`config.mk`:
```
export PLATFORM = sky130hd
export DESIGN_NAME = spq_cell
export DESIGN_NICKNAME = d
export VERILOG_FILES = /design/src/design/spq_pkg.sv /design/src/design/spq_cell.sv
export SDC_FILE = /design/constraint.sdc
export NUM_CORES = 1
export LEC_CHECK = 0
export BUFFER_PORTS_ARGS = -buffer_cell sky130_fd_sc_hd__clkbuf_2
export CORE_AREA = 3 3 207 209
export CTS_CLUSTER_SIZE = 24
export DETAILED_ROUTE_END_ITERATION = 10
export DIE_AREA = 0 0 210 212
export HOLD_SLACK_MARGIN = 0.05
export PLACE_DENSITY_LB_ADDON = 0.08
export SYNTH_ARGS = -nofsm -noshare
export SYNTH_HDL_FRONTEND = slang
export SYNTH_SLANG_ARGS = --single-unit
```
`constraint.sdc`:
```
create_clock -name clk -period 10.65 [get_ports clk]
set_clock_uncertainty 0.2 [all_clocks]
set_input_delay 3.195 -clock clk [delete_from_list [all_inputs] [get_ports clk]]
set_output_delay 3.195 -clock clk [all_outputs]
set_load 0.01 [all_outputs]
```
`src/design/spq_pkg.sv`:
```
// shared types and constants for the severity priority queue
`timescale 1ns / 1ps
`default_nettype none
package spq_pkg;

  localparam int DEPTH_DEFAULT = 16;

  typedef enum logic [1:0] {
    OP_ENQUEUE = 2'd0,
    OP_SERVE   = 2'd1,
    OP_VIEW    = 2'd2,
    OP_UNUSED  = 2'd3
  } op_t;

  typedef enum logic [2:0] {
    STAT_ADDED  = 3'd0,
    STAT_SERVED = 3'd1,
    STAT_EMPTY  = 3'd2,
    STAT_FULL   = 3'd3,
    STAT_VIEW   = 3'd4
  } status_t;

  typedef enum logic [1:0] {
    CELL_HOLD   = 2'd0,
    CELL_INSERT = 2'd1,
    CELL_SHIFT  = 2'd2,
    CELL_ROTATE = 2'd3
  } cell_cmd_t;

  typedef enum logic {
    ST_IDLE = 1'b0,
    ST_VIEW = 1'b1
  } state_t;

  typedef struct packed {
    logic [31:0] id;
    logic [31:0] name;
    logic [7:0]  severity;
    logic [31:0] arrival;
  } entry_t;

  typedef struct packed {
    cell_cmd_t cmd;
    entry_t    fresh;
  } cell_ctrl_t;

endpackage
`default_nettype wire

```
`src/design/spq_cell.sv`:
```
// one storage cell of the sorted entry row
`timescale 1ns / 1ps
`default_nettype none
module spq_cell (
  input  wire logic              clk,
  input  wire logic              rst,
  input  wire spq_pkg::cell_ctrl_t ctrl,
  input  wire spq_pkg::entry_t   prev_entry,
  input  wire logic              prev_valid,
  input  wire logic              prev_ahead,
  input  wire spq_pkg::entry_t   next_entry,
  input  wire logic              next_valid,
  input  wire spq_pkg::entry_t   head_entry,
  output spq_pkg::entry_t        entry,
  output logic                   valid,
  output logic                   ahead
);

  spq_pkg::entry_t entry_next;
  logic            valid_next;

  // entry ranks ahead of or equal to the incoming one
  assign ahead = valid && ((entry.severity > ctrl.fresh.severity) ||
                 ((entry.severity == ctrl.fresh.severity) &&
                  (entry.arrival <= ctrl.fresh.arrival)));

  always_comb begin
    entry_next = entry;
    valid_next = valid;
    case (ctrl.cmd)
      spq_pkg::CELL_INSERT: begin
        if (!ahead) begin
          if (prev_ahead) begin
            entry_next = ctrl.fresh;
            valid_next = 1'b1;
          end else begin
            entry_next = prev_entry;
            valid_next = prev_valid;
          end
        end
      end
      spq_pkg::CELL_SHIFT: begin
        entry_next = next_entry;
        valid_next = next_valid;
      end
      spq_pkg::CELL_ROTATE: begin
        if (valid) begin
          entry_next = next_valid ? next_entry : head_entry;
        end
      end
      default: begin
      end
    endcase
  end

  always_ff @(posedge clk) begin
    if (rst) begin
      valid <= 1'b0;
    end else begin
      valid <= valid_next;
    end
  end

  always_ff @(posedge clk) begin
    entry <= entry_next;
  end

endmodule
`default_nettype wire

```
==> results of run 1 <==
## worst max-delay path, cell delays in order
cell      delay (ns)
clkbuf_2        0.09
inv_1           0.05
ha_1            0.32
a21oi_1         0.15
o21ai_1         0.10
a221oi_1        0.46
nand3_1         0.18
a21oi_1         0.18
o21ba_1         0.15
clkbuf_2        0.15
## registers in the layout, indices dropped and copies added (netlist names)
register and flops:
entry 104, valid 1
## Yosys cell counts, drive strengths merged (2+ instances only)
cell    instances
nor2            2
edfxtp        104
a21oi         121
nand2           8
nor4            2
inv            42
buf            17
ha             40
mux2i         104
nand4          10
nand3           4
a311oi          3
o211ai          2
nand2b          3
a211oi        105
nor2b         108
o21ai           7
clkbuf         41
## layer usage
layer / vias up / GRT usage
met1: 3363 / 0.167
li1: 3772 / -
met4: 4 / 0.0386
met3: 26 / 0.0348
met2: 248 / 0.264
met5: - / 0
## stage by stage
stage,hold slack [ns],util,total power (W)
final,0.365,0.267,0.00119
after global routing,0.412,0.267,0.00127
after detailed placement,0.360,0.261,0.000888
after CTS,0.376,0.267,0.00123
after global placement,0.373,0.261,0.000889
after floorplan,0.339,-,0.000711
## power by group through the flow
stage / clock network [W] / logic, W / registers [W]
2_1_floorplan: 0 / 0.000153 / 0.000559
3_3_place_gp: 0 / 0.000355 / 0.000534
3_5_place_dp: 0 / 0.000353 / 0.000535
4_1_cts: 0.000347 / 0.000355 / 0.000526
5_1_grt: 0.000360 / 0.000385 / 0.000529
6_report: 0.000324 / 0.000343 / 0.000525
## final cells by class
type | instances | area [sq um]
Clock buffer | 10 | 229
Clock inverter | 5 | 33.8
Inverter | 42 | 158
Fill cell | 4543 | 30100
Sequential cell | 105 | 3140
Timing Repair Buffer | 536 | 2720
Tap cell | 532 | 666
Multi-Input combinational cell | 531 | 4010
## cell usage in the layout, fill, tap and decap left out, types with 3 or more instances in the layout
master	instances
a21oi_1	121
nand4_1	7
nand4_2	3
a211oi_1	104
o21ai_0	3
inv_1	42
buf_4	8
nand2_1	8
nor2b_1	107
a311oi_1	3
ha_1	40
edfxtp_1	104
clkbuf_16	9
o21ai_1	3
clkbuf_2	526
mux2i_1	104
nand3_1	4
## worst min-delay path by stage
stage | to | cells after the start
after floorplan | valid | 2
after global placement | valid | 2
after detailed placement | valid | 2
after CTS | valid | 2
after global routing | valid | 2
final | valid | 2
## cells by family (layout without fill, tap and decap cells)
kind of cell             after synthesis  count (layout)  share of synthesized area
buffers and inverters                100             593                     0.0514
AND/OR/NAND/NOR                      141             141                      0.120
multiplexers                         104             104                      0.138
AO/OA/AOI/OAI                        246             246                      0.206
flip-flops                           105             105                      0.418
adder cells (fa/ha/maj)               40              40                     0.0666
==> results.ini, run 1 <==
[run_status]
status = complete, no violations

[power_and_ir_drop]
p_clk_frac = 0.272
power_switching_w = 0.000371
leakage_nw = 5.39
power_density_mw_per_mm2 = 109
combPwrFrac = 0.288
vdd_ir_drop_max_mv = 0.0755
seq_power_share = 0.440
netSwitchingFraction = 0.311
internal_power_w = 0.000821

[final_layout]
antenna_cells = 0
drive_gt1_frac = 0.458
finalInstanceArea_sq_mm = 0.0110
syn2layout_area_growth_pct = 45.7
stdcell_count = 1761
nets = 1688

[route]
drt-pass1-iter-count = 4
vias_per_cell = 4.21
top_layer_used = met5
met2_length_mm = 17.3
drc = 0
first_iter_violations = 220
num_vias = 7413
wl_met1_mm = 13.5
ant_nets = 0
wl_mm = 33.2
wire_per_inst_um = 18.9
met3WireLength_mm = 1.87

[setup_path]
crit_path_start_kind = primary input
critPathLaunch = ctrl[7]
path_max_fanout = 3
ff2ff_path_depth = 8
r2r_start = entry[30]
required_ns = 7.26
endpoint = ahead
crit_path_end_kind = primary output
r2r-end = entry[48]
critPathKind = primary input to primary output
arrival_ns = 5.02
r2r_slack_ns = 7.26

[sta]
max_freq_mhz = 119
min_period_ns = 8.42
setup_slack_ns = 2.23
tightest_slew_ns = 0.929
report.final.slew_viol_count = 0
finalCritPeriodShare = 0.790
slew_headroom = 0.381
setup_tns_ns = 0
setup_viol = 0
rsz0062_at_grt = no
finalHoldViolCount = 0

[yosys]
synth_nets = 1199
syn-cell-area_sq_mm = 0.00752
synth-seq-cells = 105
seq_area_frac_synth = 0.418
synth_top_area_share = 0.415
synth-edff-count = 104
synth.yosys.warnings = 0
synth_cell_type_count = 38
syn_avg_cell_area_sq_um = 10.2
yosysTopAreaCell = edfxtp_1
ys.flop_type = edfxtp_1
async_reset_ff_frac = 0
postSynthCellCount = 736
synthTopCellsByArea = edfxtp_1 42%, mux2i_1 14%, a211oi_1 10%

[clocking]
cts_resized = 0
cts-htree-levels = 3
cts_root_buffer = clkbuf_16
cts_buffers = 9
clkTransAtPathRegs_ns = 0.08
cts_setup_buffers = 0
cts.sinks = 105
cts_buffer_depth = 2
worstSkewPairLatency_ns = 0.38
hold_buffers = 0
tritoncts = done

[die]
core_sq_mm = 0.0410
die_h_um = 212
die-area_sq_mm = 0.0445
ios = 529
row_count = 74
die_w_um = 210
initial_utilization = 0.183

[global_routing]
antenna_found_initial = 3
overflow = 0
track_usage = 0.144
grt_pass1_wl_mm = 48.0
grt_max_degree = 84
first_global_vias = 7538

[worst_hold_path]
hold_path.startpoint = valid
min_path_type = flip-flop to flip-flop

[place]
placed_cells = 1746
portBuffers = 528
place.gp.congestion = 0.728
pre_cts_slack_ns = 2.23
hpwl_mm = 27.2
dpl-instance-area_sq_mm = 0.0107

[job]
drv_cap = 0

Power figures use the tool's default switching activity.
==> run 2, diff against run 1 <==
--- a/config.mk
+++ b/config.mk
@@ -6,10 +6,10 @@
 export NUM_CORES = 1
 export LEC_CHECK = 0
 export BUFFER_PORTS_ARGS = -buffer_cell sky130_fd_sc_hd__clkbuf_2
-export CORE_AREA = 3 3 207 209
+export CORE_AREA = 3 3 205 207
 export CTS_CLUSTER_SIZE = 24
 export DETAILED_ROUTE_END_ITERATION = 10
-export DIE_AREA = 0 0 210 212
+export DIE_AREA = 0 0 208 210
 export HOLD_SLACK_MARGIN = 0.05
 export PLACE_DENSITY_LB_ADDON = 0.08
 export SYNTH_ARGS = -nofsm -noshare
==> constraint.sdc (replaced) <==
create_clock -name clk -period 6.7 [get_ports clk]
set_clock_uncertainty 0.2 [all_clocks]
set_input_delay 2.01 -clock clk [delete_from_list [all_inputs] [get_ports clk]]
set_output_delay 2.01 -clock clk [all_outputs]
set_load 0.01 [all_outputs]
==> run 2 against run 1 <==
Compared with the run above:
- critical path depth stayed put
- sequential share of layout area fell by 0.16 points
- wire length shrank 3.0%
- cell count barely moved
- utilization rose by 0.46 points
- power rose by 65%
- non-clock buffer count unchanged
- sequential power up 59%
- register-to-register slack got worse by 3.9 ns
- clock power increased by 81%
- largest power group unchanged
==> results.ini, run 2 (same netlist as run 1, synthesis figures left out) <==
[run_status]
status = complete, no violations

[final_layout]
final_util = 0.272  ; +0.00456
syn2layout_area_growth_pct = 46.5
drive_gt1_frac = 0.458  ; about the same
final_common_cell = clkbuf_2
regMostFlops = entry
layout_common_cells = 526 x clkbuf_2, 121 x a21oi_1, 107 x nor2b_1
largest_reg_flops = 104  ; unchanged
nets = 1688  ; unchanged
nFillCells = 4417  ; -2.8%
top_regs = entry x104, valid x1
antenna_cells = 0  ; unchanged

[global_routing]
grt_pass1_wl_mm = 47.1  ; -1.8%
antenna_found_initial = 1  ; -2
track_usage = 0.142  ; -0.00105
overflow = 0  ; unchanged
grt_max_degree = 92  ; +9.5%
first_global_vias = 7761  ; +3.0%

[power_and_ir_drop]
power_density_mw_per_mm2 = 178  ; +64%
vdd_ir_drop_max_mv = 0.105  ; +39%
leakage_nw = 5.43  ; +0.63%

[setup_path]
arrival_ns = 3.80  ; -1.22 ns
r2r_start = entry[30]
crit_path_start_kind = primary input
r2r_slack_ns = 3.31  ; -3.95 ns
crit_path_end_kind = primary output
critPathKind = primary input to primary output
path_max_fanout = 3  ; unchanged
r2r-end = entry[57]
ff2ff_path_depth = 8  ; unchanged
required_ns = 4.49  ; -2.77 ns

[die]
die_h_um = 210  ; -0.94%
die-area_sq_mm = 0.0437  ; -1.9%
core_sq_mm = 0.0406  ; -1.1%
die_w_um = 208  ; -0.95%
initial_utilization = 0.185  ; +0.00209
row_count = 74  ; unchanged
ios = 529  ; unchanged

[clocking]
cts-htree-levels = 3  ; unchanged
cts_buffers = 9  ; unchanged
cts_resized = 0  ; unchanged
cts_root_buffer = clkbuf_16
cts_setup_buffers = 0  ; unchanged
hold_buffers = 0  ; unchanged
tritoncts = done
cts.sinks = 105  ; unchanged
clkTransAtPathRegs_ns = 0.07  ; about the same
worstSkewPairLatency_ns = 0.37  ; about the same
cts_buffer_depth = 2  ; unchanged

[place]
place.gp.congestion = 0.786  ; +7.8%
portBuffers = 528  ; unchanged
hpwl_mm = 26.3  ; -3.2%

[worst_hold_path]
min_path_type = flip-flop to flip-flop
hold_path.startpoint = valid
hold_path_end = valid
whs_path_depth = 2  ; unchanged

[sta]
setup_viol = 0  ; unchanged
finalHoldViolCount = 0  ; unchanged
finalCritPeriodShare = 0.896
setup_tns_ns = 0  ; unchanged
rsz0062_at_grt = no
slew_headroom = 0.433  ; +0.0520
tightest_slew_ns = 0.851  ; -0.0780 ns
max_freq_mhz = 167
min_period_ns = 6.01
report.final.slew_viol_count = 0  ; unchanged

[route]
wl_mm = 32.2  ; -3.0%
vias_per_cell = 4.21  ; +0.11%
num_vias = 7417  ; +0.054%
first_iter_violations = 218  ; -0.91%
drc = 0  ; unchanged
ant_nets = 0  ; unchanged
drt-pass1-iter-count = 4  ; unchanged
wire_per_inst_um = 18.3  ; -2.9%

[job]
drv_cap = 0  ; unchanged

==> run 2: cell types whose count changed in the layout (fill, tap and decap cells not counted) <==
cell	previous run	this run
bufinv_16	0	2
clkinv_4	1	0
buf_12	0	2
clkinvlp_4	2	0
buf_4	8	6
==> run 2: critical path: stages <==
cell,delay [ns]
clkbuf_2,0.14
inv_1,0.06
ha_1,0.32
a21oi_1,0.16
o21ai_1,0.09
a221oi_1,0.36
nand3_1,0.21
a21oi_1,0.16
o21ba_1,0.14
clkbuf_2,0.14
==> run 2: how the worst max path moves through the flow <==
stage | slack (ns) | endpoint | from | cells past startpoint
floorplan | 0.96 | entry[0] | ctrl[105] | 3
detailed placement | 0.69 | ahead | ctrl[7] | 10
finish | 0.69 | ahead | ctrl[7] | 10
CTS | 0.69 | ahead | ctrl[7] | 10
global placement | 0.67 | ahead | ctrl[7] | 10
global route | 0.50 | ahead | ctrl[7] | 10
==> run 2: layout make-up <==
type | instances | area [sq um] | area share
Multi-Input combinational cell | 531 | 4010 | 0.364
Sequential cell | 105 | 3140 | 0.285
Timing Repair Buffer | 536 | 2740 | 0.249
Tap cell | 532 | 666 | 0.0604
Clock buffer | 10 | 229 | 0.0208
Inverter | 42 | 158 | 0.0143
Clock inverter | 4 | 70.1 | 0.00636
==> run 2: layer usage <==
| layer | share of wire | vias to the layer above | track usage |
|---|---|---|---|
| met5 | 0 | - | 0 |
| met4 | 0.014 | 0 | 0.0309 |
| met3 | 0.063 | 22 | 0.0420 |
| met2 | 0.53 | 246 | 0.264 |
| met1 | 0.40 | 3371 | 0.163 |
| li1 | - | 3778 | - |
==> run 2: through the flow <==
step	hold WS (ns)	power (W)	worst slack (ns)	cells	cell area (sq um)
after detailed placement	0.356	0.00141	0.686	1746	10700
after global routing	0.424	0.00209	0.496	1760	11000
after global placement	0.358	0.00141	0.672	1746	10700
after floorplan	0.339	0.00113	0.960	736	7520
after CTS	0.370	0.00202	0.690	1760	11000
final	0.362	0.00196	0.695	1760	11000
==> run 2: where the power goes <==
group          switching (W)  internal [W]
clock               0.000263      0.000323
combinational       0.000297      0.000246
sequential         0.0000256      0.000809
total               0.000586       0.00138
==> run 3, diff against run 2 <==
==> constraint.sdc (replaced) <==
create_clock -name clk -period 6.7 [get_ports clk]
set_clock_uncertainty 0.2 [all_clocks]
set_input_delay 1.005 -clock clk [delete_from_list [all_inputs] [get_ports clk]]
set_output_delay 1.005 -clock clk [all_outputs]
set_load 0.01 [all_outputs]
==> run 3 against run 2 <==
Compared with the run above:
- largest cell class unchanged
- setup slack better by 2.0 ns
- first-iteration DRC count fell by 11%
- maximum frequency increased by 50%
==> results.ini, run 3 (same netlist as run 1, synthesis figures left out) <==
[final_layout]
stdcell_count = 1762  ; +0.11%
final_common_cell = clkbuf_2
syn2layout_area_growth_pct = 46.2
nets = 1687  ; -0.059%
drive_gt1_frac = 0.457  ; about the same
regMostFlops = entry
layout_common_cells = 526 x clkbuf_2, 121 x a21oi_1, 107 x nor2b_1
top_regs = entry x104, valid x1
largest_reg_flops = 104  ; unchanged

[setup_path]
required_ns = 5.49  ; +1.00 ns
crit_path_start_kind = primary input
crit_chain = clkbuf_2 -> inv_1 -> ha_1 -> a21oi_1 -> o21ai_1 -> a221oi_1 -> nand3_1 -> a21oi_1 -> o21ba_1 -> clkbuf_2
cpMaxStageDelayCell = a221oi_1
critPathKind = primary input to primary output
critPathBufInv = 3  ; unchanged
r2r_start = entry[7]
ff2ff_path_depth = 7  ; -1
cp_top_family = compound AO/OA/AOI/OAI gates
r2r-end = entry[97]
r2r_slack_ns = 3.48  ; +0.17 ns
max_stage_delay_ns = 0.46  ; +0.10 ns
arrival_ns = 2.81  ; -0.99 ns
cp.depth = 10  ; unchanged
crit_path_end_kind = primary output
path_max_fanout = 3  ; unchanged

[route]
drt-pass1-iter-count = 4  ; unchanged
first_iter_violations = 195  ; -11%
ant_nets = 0  ; unchanged
wl_mm = 32.2  ; unchanged
vias_per_cell = 4.17  ; -0.98%
drc = 0  ; unchanged
num_vias = 7353  ; -0.86%
wire_per_inst_um = 18.3  ; -0.11%

[sta]
min_period_ns = 4.01  ; -1.99 ns
rsz0062_at_grt = no
finalHoldViolCount = 0  ; unchanged
setup_slack_ns = 2.69  ; +1.99 ns
report.final.slew_viol_count = 0  ; unchanged
setup_tns_ns = 0  ; unchanged
max_freq_mhz = 249  ; +50%
slew_headroom = 0.353  ; -0.0797
whs_ns = 0.353  ; -0.00854 ns
finalCritPeriodShare = 0.599  ; -0.298
setup_viol = 0  ; unchanged
tightest_slew_ns = 0.970  ; +0.120 ns

[die]
die_w_um = 208  ; unchanged
die_h_um = 210  ; unchanged
core_sq_mm = 0.0406  ; unchanged
initial_utilization = 0.185  ; unchanged
ios = 529  ; unchanged
die-area_sq_mm = 0.0437  ; unchanged
row_count = 74  ; unchanged

[power_and_ir_drop]
vdd_ir_drop_max_mv = 0.109  ; +3.4%
power_density_mw_per_mm2 = 177  ; -0.99%
leakage_nw = 5.41  ; -0.37%

[clocking]
clkTransAtPathRegs_ns = 0.08  ; about the same
cts_resized = 0  ; unchanged
cts_buffer_depth = 2  ; unchanged
worstSkewPairLatency_ns = 0.37  ; about the same
hold_buffers = 0  ; unchanged
cts_root_buffer = clkbuf_16
cts_setup_buffers = 0  ; unchanged
cts-htree-levels = 3  ; unchanged
cts_buffers = 9  ; unchanged
cts.sinks = 105  ; unchanged
tritoncts = done

[place]
place.gp.congestion = 0.798  ; +1.6%
placed_cells = 1745  ; -0.057%
pre_cts_slack_ns = 2.69  ; +2.00 ns
hpwl_mm = 26.4  ; +0.52%
portBuffers = 528  ; unchanged

[worst_hold_path]
hold_path_end = valid
min_path_type = flip-flop to flip-flop
whs_path_depth = 2  ; unchanged
hold_path.startpoint = valid

[run_status]
status = complete, no violations

[global_routing]
antenna_found_initial = 2  ; +1
track_usage = 0.142  ; -0.000611
first_global_vias = 7681  ; -1.0%
grt_pass1_wl_mm = 47.0  ; -0.24%
overflow = 0  ; unchanged
grt_max_degree = 115  ; +25%

[job]
drv_cap = 0  ; unchanged

==> run 3: cell types whose count changed in the layout (fill, tap and decap cells not counted), sizes merged <==
| cell | delta |
|---|---|
| clkinvlp | +2 |
| bufinv | -1 |
| diode | +1 |
| clkinv | +1 |
| inv | +1 |
| buf | -1 |
| clkbuf | -1 |
==> run 3: where the power goes <==
group / total [W] / switching [W] / internal (W) / leakage, nW
sequential: 0.000834 / 0.0000249 / 0.000809 / 1.01
clock: 0.000561 / 0.000271 / 0.000290 / 0.137
combinational: 0.000546 / 0.000299 / 0.000246 / 4.26
==> run 3: how the worst max path moves through the flow <==
stage | end | startpoint | slack (ns)
2_1_floorplan | entry[0] | ctrl[105] | 1.96
3_3_place_gp | ahead | ctrl[7] | 2.63
3_5_place_dp | entry[101] | ctrl[7] | 2.69
4_1_cts | ahead | ctrl[7] | 2.69
5_1_grt | ahead | ctrl[7] | 2.50
6_report | ahead | ctrl[7] | 2.69
==> run 3: worst reg2reg max path: cells and delay by family, from the launching register on <==
| family | cells | cell delay, ns |
|---|---|---|
| AOI/OAI and AO/OA | 4 | 1.04 |
| DFF | 1 | 0.43 |
| and+or+nand+nor | 1 | 0.15 |
| adders and majority gates | 1 | 0.35 |
| buffers and inverters | 1 | 0.60 |
==> run 3: per-layer routing <==
layer	track usage	share of wire	vias up
met4	0.0342	0.013	0
li1	-	-	3781
met2	0.259	0.52	243
met1	0.168	0.42	3314
met5	0	0	-
met3	0.0339	0.054	15
==> run 3: stage by stage <==
step / area, sq um / power [W] / utilization
after floorplan: 7520 / 0.00113 / -
after global placement: 10700 / 0.00141 / 0.264
after detailed placement: 10700 / 0.00141 / 0.264
after CTS: 11000 / 0.00200 / 0.271
after global routing: 11000 / 0.00207 / 0.271
final: 11000 / 0.00194 / 0.271
==> run 3: area by class of cell <==
class	count	area, sq um
antenna	1	2.50
clock buffer	9	225
clock inverter	7	70.1
fill	4451	29600
inverter	42	158
multi-input combinational	531	4010
sequential	105	3140
tap	532	666
timing repair buffer	535	2720
